`src/hw/rtl/msq_pkg.sv`:
```
// ----------------------------------------------------------------------------
// msq_pkg
// Types, constants and the segment table of the marching-squares cell
// segment generator.
// ----------------------------------------------------------------------------
`default_nettype none

package msq_pkg;

  localparam int COL_W     = 10;
  localparam int SAMPLE_W  = 16;
  localparam int COORD_W   = 32;
  localparam int STEP_W    = 31;
  localparam int DIFF_W    = 16;                 // |a - b| of two samples
  localparam int PROD_W    = STEP_W + DIFF_W;    // step * numerator
  localparam int MUL_W     = COL_W + 1 + STEP_W; // (col + 1) * step
  localparam int BASE_W    = MUL_W + 1;          // signed mesh coordinate
  localparam int OFF_W     = 32;                 // quotient, below 2^31
  localparam int LANES     = 4;
  localparam int DIV_STEP  = 4;                  // quotient bits per stage
  localparam int DIV_STAGES = OFF_W / DIV_STEP;

  localparam int CFG_IDX_W  = 3;
  localparam int CFG_DATA_W = 32;
  localparam logic [CFG_IDX_W-1:0] CFG_LEVEL    = 3'd0;
  localparam logic [CFG_IDX_W-1:0] CFG_ORIGIN_X = 3'd1;
  localparam logic [CFG_IDX_W-1:0] CFG_ORIGIN_Y = 3'd2;
  localparam logic [CFG_IDX_W-1:0] CFG_STEP_X   = 3'd3;
  localparam logic [CFG_IDX_W-1:0] CFG_STEP_Y   = 3'd4;
  localparam logic [STEP_W-1:0]    STEP_RESET   = 31'd65536;

  localparam logic [3:0] CORNER_BL = 4'b0001;
  localparam logic [3:0] CORNER_BR = 4'b0010;
  localparam logic [3:0] CORNER_TR = 4'b0100;
  localparam logic [3:0] CORNER_TL = 4'b1000;
  localparam logic [3:0] CASE_NONE = 4'b0000;
  localparam logic [3:0] CASE_ALL  = CORNER_BL | CORNER_BR | CORNER_TR | CORNER_TL;
  localparam logic [3:0] CASE_SADDLE_A = CORNER_BR | CORNER_TL;
  localparam logic [3:0] CASE_SADDLE_B = CORNER_BL | CORNER_TR;

  localparam logic [1:0] NB_LEFT  = 2'd0;
  localparam logic [1:0] NB_BELOW = 2'd1;
  localparam logic [1:0] NB_RIGHT = 2'd2;
  localparam logic [1:0] NB_ABOVE = 2'd3;

  typedef enum logic [1:0] {
    EDGE_LEFT   = 2'd0,
    EDGE_BOTTOM = 2'd1,
    EDGE_RIGHT  = 2'd2,
    EDGE_TOP    = 2'd3
  } edge_t;

  typedef struct packed {
    logic [COL_W-1:0]           cell_col;
    logic [COL_W-1:0]           cell_row;
    logic signed [SAMPLE_W-1:0] value_bottom_left;
    logic signed [SAMPLE_W-1:0] value_bottom_right;
    logic signed [SAMPLE_W-1:0] value_top_right;
    logic signed [SAMPLE_W-1:0] value_top_left;
  } in_item_t;

  typedef struct packed {
    logic [COL_W-1:0]          seg_col;
    logic [COL_W-1:0]          seg_row;
    logic [3:0]                case_code;
    logic signed [COORD_W-1:0] start_x;
    logic signed [COORD_W-1:0] start_y;
    logic signed [COORD_W-1:0] end_x;
    logic signed [COORD_W-1:0] end_y;
    logic [1:0]                neighbour_first;
    logic [1:0]                neighbour_second;
    logic                      last_segment;
  } out_item_t;

  typedef struct packed {
    logic signed [SAMPLE_W-1:0] level;
    logic signed [COORD_W-1:0]  origin_x;
    logic signed [COORD_W-1:0]  origin_y;
    logic [STEP_W-1:0]          step_x;
    logic [STEP_W-1:0]          step_y;
  } cfg_t;

  // one edge's division job: round(p / d), forced to zero when d is zero
  typedef struct packed {
    logic [PROD_W-1:0] p;
    logic [DIFF_W-1:0] d;
    logic              zero;
  } lane_t;

  // cell data that rides alongside the divider
  typedef struct packed {
    logic [COL_W-1:0]         col;
    logic [COL_W-1:0]         row;
    logic [3:0]               code;
    logic signed [BASE_W-1:0] x0;
    logic signed [BASE_W-1:0] x1;
    logic signed [BASE_W-1:0] y0;
    logic signed [BASE_W-1:0] y1;
  } side_t;

  typedef struct packed {
    logic       valid;
    logic       two;
    edge_t      a0;
    edge_t      b0;
    logic [1:0] f0;
    logic [1:0] s0;
    edge_t      a1;
    edge_t      b1;
    logic [1:0] f1;
    logic [1:0] s1;
  } seg_plan_t;

  function automatic seg_plan_t seg_plan(logic [3:0] code);
    seg_plan_t p;
    p.valid = 1'b1;
    p.two   = 1'b0;
    p.a0 = EDGE_LEFT;
    p.b0 = EDGE_BOTTOM;
    p.f0 = NB_LEFT;
    p.s0 = NB_BELOW;
    p.a1 = EDGE_TOP;
    p.b1 = EDGE_RIGHT;
    p.f1 = NB_ABOVE;
    p.s1 = NB_RIGHT;
    case (code) inside
      CORNER_BL, ~CORNER_BL: begin
        p.a0 = EDGE_LEFT;   p.b0 = EDGE_BOTTOM; p.f0 = NB_LEFT;  p.s0 = NB_BELOW;
      end
      CORNER_BR, ~CORNER_BR: begin
        p.a0 = EDGE_BOTTOM; p.b0 = EDGE_RIGHT;  p.f0 = NB_BELOW; p.s0 = NB_RIGHT;
      end
      CORNER_TL, ~CORNER_TL: begin
        p.a0 = EDGE_LEFT;   p.b0 = EDGE_TOP;    p.f0 = NB_LEFT;  p.s0 = NB_ABOVE;
      end
      CORNER_TR, ~CORNER_TR: begin
        p.a0 = EDGE_TOP;    p.b0 = EDGE_RIGHT;  p.f0 = NB_RIGHT; p.s0 = NB_ABOVE;
      end
      (CORNER_BL | CORNER_BR), (CORNER_TR | CORNER_TL): begin
        p.a0 = EDGE_LEFT;   p.b0 = EDGE_RIGHT;  p.f0 = NB_LEFT;  p.s0 = NB_RIGHT;
      end
      (CORNER_BL | CORNER_TL), (CORNER_BR | CORNER_TR): begin
        p.a0 = EDGE_TOP;    p.b0 = EDGE_BOTTOM; p.f0 = NB_BELOW; p.s0 = NB_ABOVE;
      end
      CASE_SADDLE_A: begin
        p.two = 1'b1;
        p.a0 = EDGE_LEFT;   p.b0 = EDGE_BOTTOM; p.f0 = NB_LEFT;  p.s0 = NB_BELOW;
        p.a1 = EDGE_TOP;    p.b1 = EDGE_RIGHT;  p.f1 = NB_ABOVE; p.s1 = NB_RIGHT;
      end
      CASE_SADDLE_B: begin
        p.two = 1'b1;
        p.a0 = EDGE_LEFT;   p.b0 = EDGE_TOP;    p.f0 = NB_ABOVE; p.s0 = NB_LEFT;
        p.a1 = EDGE_BOTTOM; p.b1 = EDGE_RIGHT;  p.f1 = NB_RIGHT; p.s1 = NB_BELOW;
      end
      default: p.valid = 1'b0;
    endcase
    return p;
  endfunction

endpackage

`default_nettype wire

```
`src/hw/rtl/msq_emit.sv`:
```
// ----------------------------------------------------------------------------
// msq_emit
// Places the edge points, saturates them and plays out one or two segment
// beats per cell from the output register. Drives the pipeline advance.
// ----------------------------------------------------------------------------
`default_nettype none

module msq_emit import msq_pkg::*; (
  input  logic                        clk,
  input  logic                        rst_n,
  input  logic                        in_vld,
  input  logic [LANES-1:0][OFF_W-1:0] in_off,
  input  side_t                       in_side,
  output logic                        adv,
  output logic                        out_valid,
  input  logic                        out_ready,
  output out_item_t                   out_item
);

  function automatic logic [COORD_W-1:0] sat32(logic signed [BASE_W-1:0] v);
    logic signed [BASE_W-1:0] hi, lo;
    hi = {{(BASE_W-COORD_W+1){1'b0}}, {(COORD_W-1){1'b1}}};
    lo = {{(BASE_W-COORD_W+1){1'b1}}, {(COORD_W-1){1'b0}}};
    if (v > hi) return hi[COORD_W-1:0];
    if (v < lo) return lo[COORD_W-1:0];
    return v[COORD_W-1:0];
  endfunction

  logic signed [BASE_W-1:0] off_s [LANES];
  logic [COORD_W-1:0]       px_nxt [LANES];
  logic [COORD_W-1:0]       py_nxt [LANES];
  seg_plan_t                plan_nxt;

  logic                     vld_r;
  logic                     idx_r;
  seg_plan_t                plan_r;
  logic [COORD_W-1:0]       px_r [LANES];
  logic [COORD_W-1:0]       py_r [LANES];
  logic [COL_W-1:0]         col_r, row_r;
  logic [3:0]               code_r;
  logic                     last;
  edge_t                    ea, eb;

  always_comb begin
    for (int k = 0; k < LANES; k++) begin
      off_s[k] = $signed({{(BASE_W-OFF_W){1'b0}}, in_off[k]});
    end
    px_nxt[EDGE_LEFT]   = sat32(in_side.x0);
    py_nxt[EDGE_LEFT]   = sat32(in_side.y0 + off_s[EDGE_LEFT]);
    px_nxt[EDGE_BOTTOM] = sat32(in_side.x0 + off_s[EDGE_BOTTOM]);
    py_nxt[EDGE_BOTTOM] = sat32(in_side.y0);
    px_nxt[EDGE_RIGHT]  = sat32(in_side.x1);
    py_nxt[EDGE_RIGHT]  = sat32(in_side.y0 + off_s[EDGE_RIGHT]);
    px_nxt[EDGE_TOP]    = sat32(in_side.x0 + off_s[EDGE_TOP]);
    py_nxt[EDGE_TOP]    = sat32(in_side.y1);
    plan_nxt = seg_plan(in_side.code);
  end

  assign last = idx_r | ~plan_r.two;
  // advance when the output register is empty or its last beat leaves now
  assign adv  = ~vld_r | (out_ready & last);

  always_ff @(posedge clk) begin
    if (!rst_n) begin
      vld_r <= 1'b0;
      idx_r <= 1'b0;
    end else if (adv) begin
      // drop cells that produce no segment
      vld_r <= in_vld & plan_nxt.valid;
      idx_r <= 1'b0;
    end else if (out_ready) begin
      idx_r <= 1'b1;
    end
  end

  always_ff @(posedge clk) begin
    if (adv) begin
      plan_r <= plan_nxt;
      col_r  <= in_side.col;
      row_r  <= in_side.row;
      code_r <= in_side.code;
      for (int k = 0; k < LANES; k++) begin
        px_r[k] <= px_nxt[k];
        py_r[k] <= py_nxt[k];
      end
    end
  end

  always_comb begin
    ea = idx_r ? plan_r.a1 : plan_r.a0;
    eb = idx_r ? plan_r.b1 : plan_r.b0;
    out_item.seg_col          = col_r;
    out_item.seg_row          = row_r;
    out_item.case_code        = code_r;
    out_item.start_x          = px_r[ea];
    out_item.start_y          = py_r[ea];
    out_item.end_x            = px_r[eb];
    out_item.end_y            = py_r[eb];
    out_item.neighbour_first  = idx_r ? plan_r.f1 : plan_r.f0;
    out_item.neighbour_second = idx_r ? plan_r.s1 : plan_r.s0;
    out_item.last_segment     = last;
  end

  assign out_valid = vld_r;

  assert property (@(posedge clk) disable iff (!rst_n)
    out_valid && out_ready && !out_item.last_segment |=> out_valid && out_item.last_segment)
    else $error("first saddle beat not followed by its last beat");

  assert property (@(posedge clk) disable iff (!rst_n)
    out_valid && !out_item.last_segment |->
      out_item.case_code == CASE_SADDLE_A || out_item.case_code == CASE_SADDLE_B)
    else $error("two segments from a non-saddle cell");

  assert property (@(posedge clk) disable iff (!rst_n)
    out_valid |-> out_item.case_code != CASE_NONE && out_item.case_code != CASE_ALL)
    else $error("segment emitted for an empty cell");

  assert property (@(posedge clk) disable iff (!rst_n)
    !adv |-> out_valid)
    else $error("pipeline stalled with nothing to deliver");

endmodule

`default_nettype wire

```
`config.mk`:
```
export PLATFORM = sky130hd
export DESIGN_NAME = msq_emit
export DESIGN_NICKNAME = d
export VERILOG_FILES = /design/src/hw/rtl/msq_pkg.sv /design/src/hw/rtl/msq_emit.sv
export SDC_FILE = /design/constraint.sdc
export NUM_CORES = 1
export LEC_CHECK = 0
export BUFFER_PORTS_ARGS = -buffer_cell sky130_fd_sc_hd__buf_4
export CORE_MARGIN = 8
export CORE_UTILIZATION = 51
export CTS_CLUSTER_SIZE = 40
export DETAILED_ROUTE_END_ITERATION = 10
export PLACE_DENSITY = 0.78
export REMOVE_ABC_BUFFERS = 1
export SLEW_MARGIN = 5
export SYNTH_ARGS = -nofsm -noshare
export SYNTH_HDL_FRONTEND = slang
export SYNTH_SLANG_ARGS = --single-unit
```
`constraint.sdc`:
```
create_clock -name clk -period 9.2 [get_ports clk]
set_clock_uncertainty 0.2 [all_clocks]
set_input_delay 1.38 -clock clk [delete_from_list [all_inputs] [get_ports clk]]
set_output_delay 1.38 -clock clk [all_outputs]
set_load 0.05 [all_outputs]
```
# After elaboration in Yosys (flattened, before gate mapping)
# Memory sizes are Yosys's and may differ from the RTL's.
# Index checks and enable logic that the tools add are counted.
# classes
n_addsub	4
mul	0
div_mod_pow	0
order_cmp	16
eq_ne	14
shift	0
n_mux	78
bitwise_logic	7
n_reduce_logical	10
# ops
operator	count
two-way mux 32 bit	32
> comparator 43 x 32 -> 1 bit, second input constant	8
< comparator 43 x 32 -> 1 bit, second input constant	8
adder 43 x 33 -> 43 bit	4
two-way mux 1 bit	34
two-way mux 8 bit	4
== test 4 bit, second input constant	7
== test 4 x 3 -> 1 bit, second input constant	4
two-way mux 7 bit	2
OR reduction 2 bit	7
OR reduction 13 bit	1
two-way mux 6 bit	2
OR reduction 12 bit	1
== test 4 x 2 -> 1 bit, second input constant	2
two-way mux 2 bit	4
OR reduction 6 bit	1
== test 4 x 1 -> 1 bit, second input constant	1
inverter 1 bit	3
bitwise AND 1 bit	2
bitwise OR 1 bit	2
# totals
register_bits	43
latch_bits	0
ram_bits	256
rom_bits	0
inputBits	328
elab_cells	147
mem_count	2
# memory_table
name	words	width	rd	rd_ports_with_merged_regs	wr	line	text
px_r	4	32	2	0	4	msq_emit.sv:37	logic [COORD_W-1:0] px_r [LANES];
py_r	4	32	2	0	4	msq_emit.sv:38	logic [COORD_W-1:0] py_r [LANES];

# Depth between registers and ports, before layout
# Gate-level depths: netlist of the first run.
# logic_depth
ltp_word	10
ltp_mapped	14

# Worst setup path before layout of the first run
# No wires, ideal clock.
# synth_path
path_kind	in2out
start	input port out_ready
end	output port adv
t_arrival_ps	7834
required_ps	7620
path_slack_ps	-214
stages	2
path_cell_list	nand2_1 nand2_1
# synth_via
elab_chain_cells	2
# synth_lines
item	line	text
start: declaration	msq_emit.sv:16	input logic out_ready,
bitwise AND 1 bit	msq_emit.sv:61	assign adv = ~vld_r | (out_ready & last);
bitwise OR 1 bit	msq_emit.sv:61	
end: declaration	msq_emit.sv:14	output logic adv,
# Every way passes these cells.

==> results.txt, run 1 <==
The tightest min-delay check is of the reg -> reg type. The kind of critical path is in -> reg. The maximum number of pins on one net before global-route repair is 162. The final critical-path required period came out at 6250 ps. The mean instance size in the synthesized netlist is 10.0 um^2.

Routability-driven placement finished with a final weighted congestion of 1.10. Port buffering added 486 buffers. The buffers inserted during post-CTS setup optimization is 0.

STA classifies the critical path endpoint as a flop. The setup slack after placement is 2540 ps. The worst ir drop on vdd is 0.155 mV.

Setup repair after global routing left no endpoint under its margin. Among cell families on the critical path, the largest total delay comes from compound AO/OA/AOI/OAI gates. The cell leakage power came out at 11.5 nW. Dividing the detail-routed via count by the number of cells gives 6.47.

Sorting the synthesized cells by area gives the leading types as edfxtp_1 38%, ha_1 7.0%, a21o_1 6.7%, mux4_2 6.3%, nand2_1 4.2%. The area share of the leading cell type in the synthesized netlist is 0.384. The first-iteration detailed-routing DRC count is 2084. The number of hold buffers added after CTS came out at 0. Gates resized during post-CTS repair numbered 0. The final period utilization is 0.680. The highest clock rate came out at 160 MHz.

The cell sitting at the root of the clock tree is a clkbuf_16. For the worst setup path, the data required time is 9300 ps. For the worst-skew pair, the clock arrives at the later sink with an insertion delay of 550 ps. The peak fanout along the critical path is 28.

Dividing the detail-routed wire length by the instance count gives 25.6 um. The number of cells on the critical path is 14. The effective utilization at floorplan is 0.515. Traced cell by cell, the critical path runs through buf_4 -> ha_1 -> fa_1 -> a21o_1 -> nand4_1 -> a31oi_1 -> a21oi_1 -> o31ai_2 -> a31oi_1 -> mux2_1 -> a2111oi_0 -> a41oi_2 -> buf_4 -> a21o_1. The combined buffer and inverter count along the critical path is 2.

The number of levels in the clock H-tree came out at 2. Summing over every cut layer, the via total after detailed routing is 21300. Relative to the synthesized area, the layout overhead comes to 22.7%. The max-capacitance violation count came out at 0. The global-route wire length before repair came out at 124 mm. The internal power of the cells totals 0.00310 W. In this run, synthesis produced a sequential element count of 293. TritonCTS built the clock tree. The share of total power dissipated in combinational logic is 0.399. The TritonCTS buffer count is 37. The placement row count came out at 77. The initial antenna violation count is 4. The final global-route overflow total came out at 0. The global router's overall resource usage came out at 0.312. The cell count after synthesis came out at 2275. Headroom to the max-slew limit came out at 0.121.

The clock group share of total power is 0.263. The run finished with clean final reports. The die is 227 um wide. Clock-pin slew was measured on the worst setup and hold paths at 50 ps. The arrival time at the worst endpoint came out at 6350 ps. The share of synthesized flip-flops with an asynchronous set or reset is 0.

For this run, the detailed router's first-pass iteration total came to 6. The share of cells above drive strength 1 came out at 0.260. The portion of total power attributed to sequential cells came out at 0.338. The largest area contributor in the synthesized netlist is edfxtp_1.

At the end of the flow, the number of nets in the layout was 3131. The worst setup path is launched from a primary input. The maximum buffer depth of the clock tree is 3. The area enclosed by the die boundary is 0.0516 mm^2. The portion of the post-synthesis area used by sequential elements came out at 0.386. The most common cell in the synthesized netlist is edfxtp_1. The via count of the first global-routing pass is 21200. The cell depth of the worst min-delay path is 2. The area of the placeable core came out at 0.0441 mm^2. The top-level I/O count came out at 487. The synthesized design contains 291 enable-type register cells. The TritonCTS sink count came out at 293. The number of slew-limit violations in the final report came to 0. For this run, the leading register cell type out of synthesis is edfxtp_1.

The wire-length estimate of the detail-placed layout is 62.5 mm. Power spread over the standard cell area amounts to 182 mW/mm^2. The post-route worst setup slack came out at 2950 ps.

The slowest stage of the critical path is the a2111oi_0 cell. The final setup violation count is 0. The count of unique library cells instantiated by Yosys came out at 89.

At the pin with the least slew margin, the transition time is 1290 ps. Sorting the synthesized cells by how often they occur yields 291 x edfxtp_1, 252 x nand2_1, 202 x a21o_1. The post-synthesis cell area is 0.0227 mm^2. The count of placed standard cells including taps is 3224. The largest single stage delay on the critical path is 1120 ps.

The worst reg2reg path depth came out at 5. The number of synthesis warnings came out at 0. The final non-filler cell total came out at 3289. The remaining antenna violation count after routing is 0.

The final wirelength is 84.1 mm. The DRC violations left came out at 0. The height of the chip came out at 227 um. The switching share of total power is 0.389. The net switching component of the power came out at 0.00198 W.

The final count of hold timing violations came out at 0.
worst reg2reg max path, stage by stage, from the launching register on:
cell and delay (ps):
dfxtp_1 670, nand2b_1 230, nand2_1 110, nand2_4 430, buf_4 660, buf_4 660
worst paths after layout:
path	start	to	slack, ps
setup / recovery	in_off[32]	px_r[1][2]$_SDFFCE_PN1P_	2950
hold / removal	idx_r$_SDFFE_PP0P_	idx_r$_SDFFE_PP0P_	670
setup reg to reg	idx_r$_SDFFE_PP0P_	px_r[2][27]$_SDFFCE_PN1P_	5820
hold reg to reg	idx_r$_SDFFE_PP0P_	idx_r$_SDFFE_PP0P_	670
through the flow:
step | total power [W] | TNS (ps) | hold WS, ps | util | instance area [um^2]
after global placement | 0.00371 | 0 | 589 | 0.608 | 26800
after detailed placement | 0.00374 | 0 | 651 | 0.608 | 26800
after floorplan | 0.00307 | -227 | 419 | - | 22100
after CTS | 0.00507 | 0 | 665 | 0.632 | 27900
final | 0.00508 | 0 | 668 | 0.632 | 27900
after global routing | 0.00526 | 0 | 715 | 0.632 | 27900
state kept, by name, summed over array words and instances (netlist names):
signal     count
plan_r        11
out_valid      1
col_r         10
px_r         128
py_r         128
row_r         10
code_r         4
idx_r          1
layer usage:
metal / vias to the layer above / global-route usage / share of wire
li1: 9523 / - / -
met1: 10200 / 0.401 / 0.39
met4: 2 / 0.139 / 0.046
met5: - / 0 / 0.00014
met3: 230 / 0.0654 / 0.097
met2: 1271 / 0.504 / 0.46
cell usage in the layout (no fill, tap or decap), types with 5 or more instances in the layout:
cell type / instances
inv_1: 42
nand4_1: 31
o21ai_0: 110
a21oi_2: 35
and3_1: 17
a21o_1: 202
xor2_1: 52
a31oi_1: 81
nor2b_1: 73
nor2_1: 84
o211ai_1: 15
buf_4: 510
clkbuf_16: 38
xnor2_1: 88
mux4_2: 64
nand2b_1: 12
clkbuf_1: 6
o21ai_1: 9
nand3_1: 37
o31ai_1: 11
nand2_1: 251
a211oi_1: 82
o21a_1: 50
nor3_1: 17
and2_1: 6
clkinv_1: 11
a21oi_1: 148
mux2i_1: 5
o2111ai_1: 9
nor4b_1: 6
o21bai_1: 25
nor4_1: 14
edfxtp_1: 291
ha_1: 128
a21boi_0: 8
or3_1: 5
cell families after synthesis:
kind of cell | count (synthesis) | share of synthesized area
fa+ha+maj | 132 | 0.0739
flops | 293 | 0.386
xor+xnor | 140 | 0.0539
mux | 74 | 0.0680
buf+inv | 197 | 0.0364
compound gates | 858 | 0.259
simple gates | 581 | 0.123
power by group through the flow:
| stage | sequential (W) | clock, W | combinational [W] |
|---|---|---|---|
| finish | 0.00172 | 0.00134 | 0.00203 |
| global route | 0.00173 | 0.00140 | 0.00214 |
| CTS | 0.00171 | 0.00135 | 0.00201 |
| detailed placement | 0.00174 | 0 | 0.00200 |
| global placement | 0.00173 | 0 | 0.00198 |
| floorplan | 0.00177 | 0 | 0.00130 |
layout make-up:
type	instances	area [um^2]
antenna	3	7.51
clock buffer	44	973
clock inverter	18	96.3
fill	3652	16200
inverter	43	161
multi-input combinational	1785	13300
sequential	293	8780
tap	592	741
timing repair buffer	511	3850
Note: power is estimated with default switching activity, not from simulation.
==> run 2: changes to the inputs <==
==> constraint.sdc (replaced) <==
create_clock -name clk -period 5.45 [get_ports clk]
set_clock_uncertainty 0.2 [all_clocks]
set_input_delay 0.8175 -clock clk [delete_from_list [all_inputs] [get_ports clk]]
set_output_delay 0.8175 -clock clk [all_outputs]
set_load 0.05 [all_outputs]
==> results.txt, run 2 (same netlist as run 1, synthesis figures left out) <==
The number of fill cells is 3657. The floorplan step defined a die boundary enclosing 0.0516 mm^2. The number of levels in the clock H-tree is 2. The maximum single-stage delay on the critical path is 960 ps.

After routing, the total negative slack on setup checks comes to 0 ps. The number of I/O port buffers is 486. The peak fanout along the critical path is 39. The first global-routing pass estimated 127 mm of wire. The final wirelength is 86.1 mm. At the pin with the least slew margin, the transition time is 1230 ps. The area growth from synthesis to layout is 23.6%. The global router's overall resource usage is 0.321. Summed over all nets, the switching power comes to 0.00335 W. VDD sags by at most 0.207 mV. In the final layout, the registers with the most flip-flops are px_r (128), py_r (128), plan_r (11). The final count of hold timing violations is 0. The post-cts repair resize count is 0. At the worst endpoint, the required time is 4430 ps. The portion of total power attributed to sequential cells is 0.332.

For this design, the slowest cell found on the critical path is edfxtp_1. The cell leakage power is 11.7 nW. The min-delay analysis places its worst path in the category in -> reg.

The arrival time at the worst endpoint came out at 3530 ps. Measured along the x axis, the die boundary spans 227 um. Using the TritonRoute via totals, the vias-per-cell ratio works out to 6.46. The initial antenna violation count came out at 7. Counting the buffers created by CTS gives 36. The top-level I/O count came out at 487. In the layout the commonest cells are 514 x buf_4, 291 x edfxtp_1, 251 x nand2_1, 202 x a21o_1, 148 x a21oi_1. The via count of the routed design came out at 21300.

The clock-pin slew of the registers on the worst-case setup and hold paths came out at 60 ps. Routability-driven placement finished with a final weighted congestion of 1.00. TritonCTS built the clock tree.

The number of slew-limit violations in the final report is 0. The number of nets in the final layout is 3138. The post-detailed-route wirelength per cell is 26.1 um. The switching share of total power is 0.383.

In this run the power density over the cells is 312 mW/mm^2. The effective utilization at floorplan is 0.515. The signal on the critical path passes through nor2b_4 -> buf_12 -> nand2_1 -> a31oi_1 -> buf_4.

The DRC violations left came out at 0. The worst setup path is launched from a flop. The first-pass iteration count of the detailed router is 5. The cell sitting at the root of the clock tree is a clkbuf_16. After global routing the overflow that remains totals 0. The highest clock rate is 220 MHz.

The area of the placeable core is 0.0441 mm^2. The final non-filler cell total is 3302. The placed standard-cell area came out at 0.0269 mm^2. Entering global routing, the biggest net connects 162 pins. The clock reaches the later pin of the worst-skew pair after 550 ps. After routing the design area is 0.0281 mm^2. The clock group share of total power came out at 0.276. The remaining antenna violation count after routing is 0. Setup repair after global routing left no endpoint under its margin. The critical path is of the reg -> out type. The proportion of power drawn by combinational gates came out at 0.392. The worst max-slew margin expressed relative to the limit is 0.177. After floorplanning, the core was divided into 77 placement rows. The worst path needs 4550 ps of the cycle, external delays included. The endpoint kind of the worst setup timing path is an output port. The HPWL after detailed placement is 64.6 mm. The via count of the first global-routing pass is 21000. The TritonCTS sink count came out at 293.

The final setup violation count is 0. The cell internal power dissipation came out at 0.00541 W. The max-capacitance violation count came out at 0.

The most frequent standard cell in the layout excluding fill and tap cells is buf_4. The height of the chip is 227 um. The number of placed instances, taps included, is 3232. The share of cells above drive strength 1 is 0.264.

The buffers inserted during post-CTS setup optimization came out at 0. The maximum buffer depth of the clock tree is 3. The number of hold buffers added after CTS came out at 0. The first-iteration detailed-routing DRC count is 2231.

Of the available clock period, the critical path in the final layout requires 0.834. The run finished with clean final reports.
[run 2: cell count changes in the layout (fill, tap and decap cells not counted), sizes merged]
cell / previous run / this run
buf: 511 / 519
diode: 3 / 8
bufinv: 0 / 3
clkinv: 16 / 13
clkbuf: 44 / 45
clkinvlp: 3 / 2
[run 2: path summary, 6_finish.rpt]
| path | start | to | slack, ps | cells past startpoint |
|---|---|---|---|---|
| setup reg to reg | idx_r$_SDFFE_PP0P_ | px_r[2][28]$_SDFFCE_PN1P_ | 2570 | 4 |
| hold / removal | in_side[179] | row_r[3]$_DFFE_PP_ | 240 | 1 |
| hold reg to reg | idx_r$_SDFFE_PP0P_ | idx_r$_SDFFE_PP0P_ | 610 | 2 |
| setup / recovery | plan_r[12]$_SDFFCE_PP1P_ | out_item[29] | 900 | 5 |
[run 2: layer usage]
layer,up-vias,track usage,part of all wire
met4,0,0.131,0.040
li1,9554,-,-
met5,-,0,0
met1,10400,0.433,0.41
met2,1198,0.504,0.46
met3,190,0.0613,0.091
[run 2: worst max-delay path, delay by kind of cell, from the launching register on]
kind / cells / cell delay (ps)
and+or+nand+nor: 2 / 970
DFF: 1 / 960
buffers and inverters: 2 / 650
AOI/OAI and AO/OA: 1 / 390
[run 2: cell type report]
class,instances,area [um^2],share of cell area
repair buffers,519,3960,0.141
well taps,592,741,0.0264
flip-flops and latches,293,8780,0.312
clock inverters,17,171,0.00610
multi-input cells,1785,13300,0.473
clock buffers,45,987,0.0351
inverters,43,161,0.00574
diodes,8,20.0,0.000712
[run 2: through the flow]
| stage | utilization | hold WS, ps | total power [W] | worst slack [ps] |
|---|---|---|---|---|
| 3_3_place_gp | 0.610 | 594 | 0.00630 | 559 |
| 3_5_place_dp | 0.610 | 589 | 0.00633 | 521 |
| 6_report | 0.637 | 238 | 0.00876 | 903 |
| 5_1_grt | 0.637 | 218 | 0.00907 | 765 |
| 4_1_cts | 0.636 | 216 | 0.00875 | 901 |
| 2_1_floorplan | - | 419 | 0.00519 | -3110 |
[run 2: power groups by stage]
stage | registers (W) | logic (W) | clock network [W]
after floorplan | 0.00299 | 0.00220 | 0
after global placement | 0.00293 | 0.00337 | 0
after detailed placement | 0.00295 | 0.00339 | 0
after CTS | 0.00290 | 0.00341 | 0.00245
after global routing | 0.00293 | 0.00362 | 0.00253
final | 0.00291 | 0.00343 | 0.00242
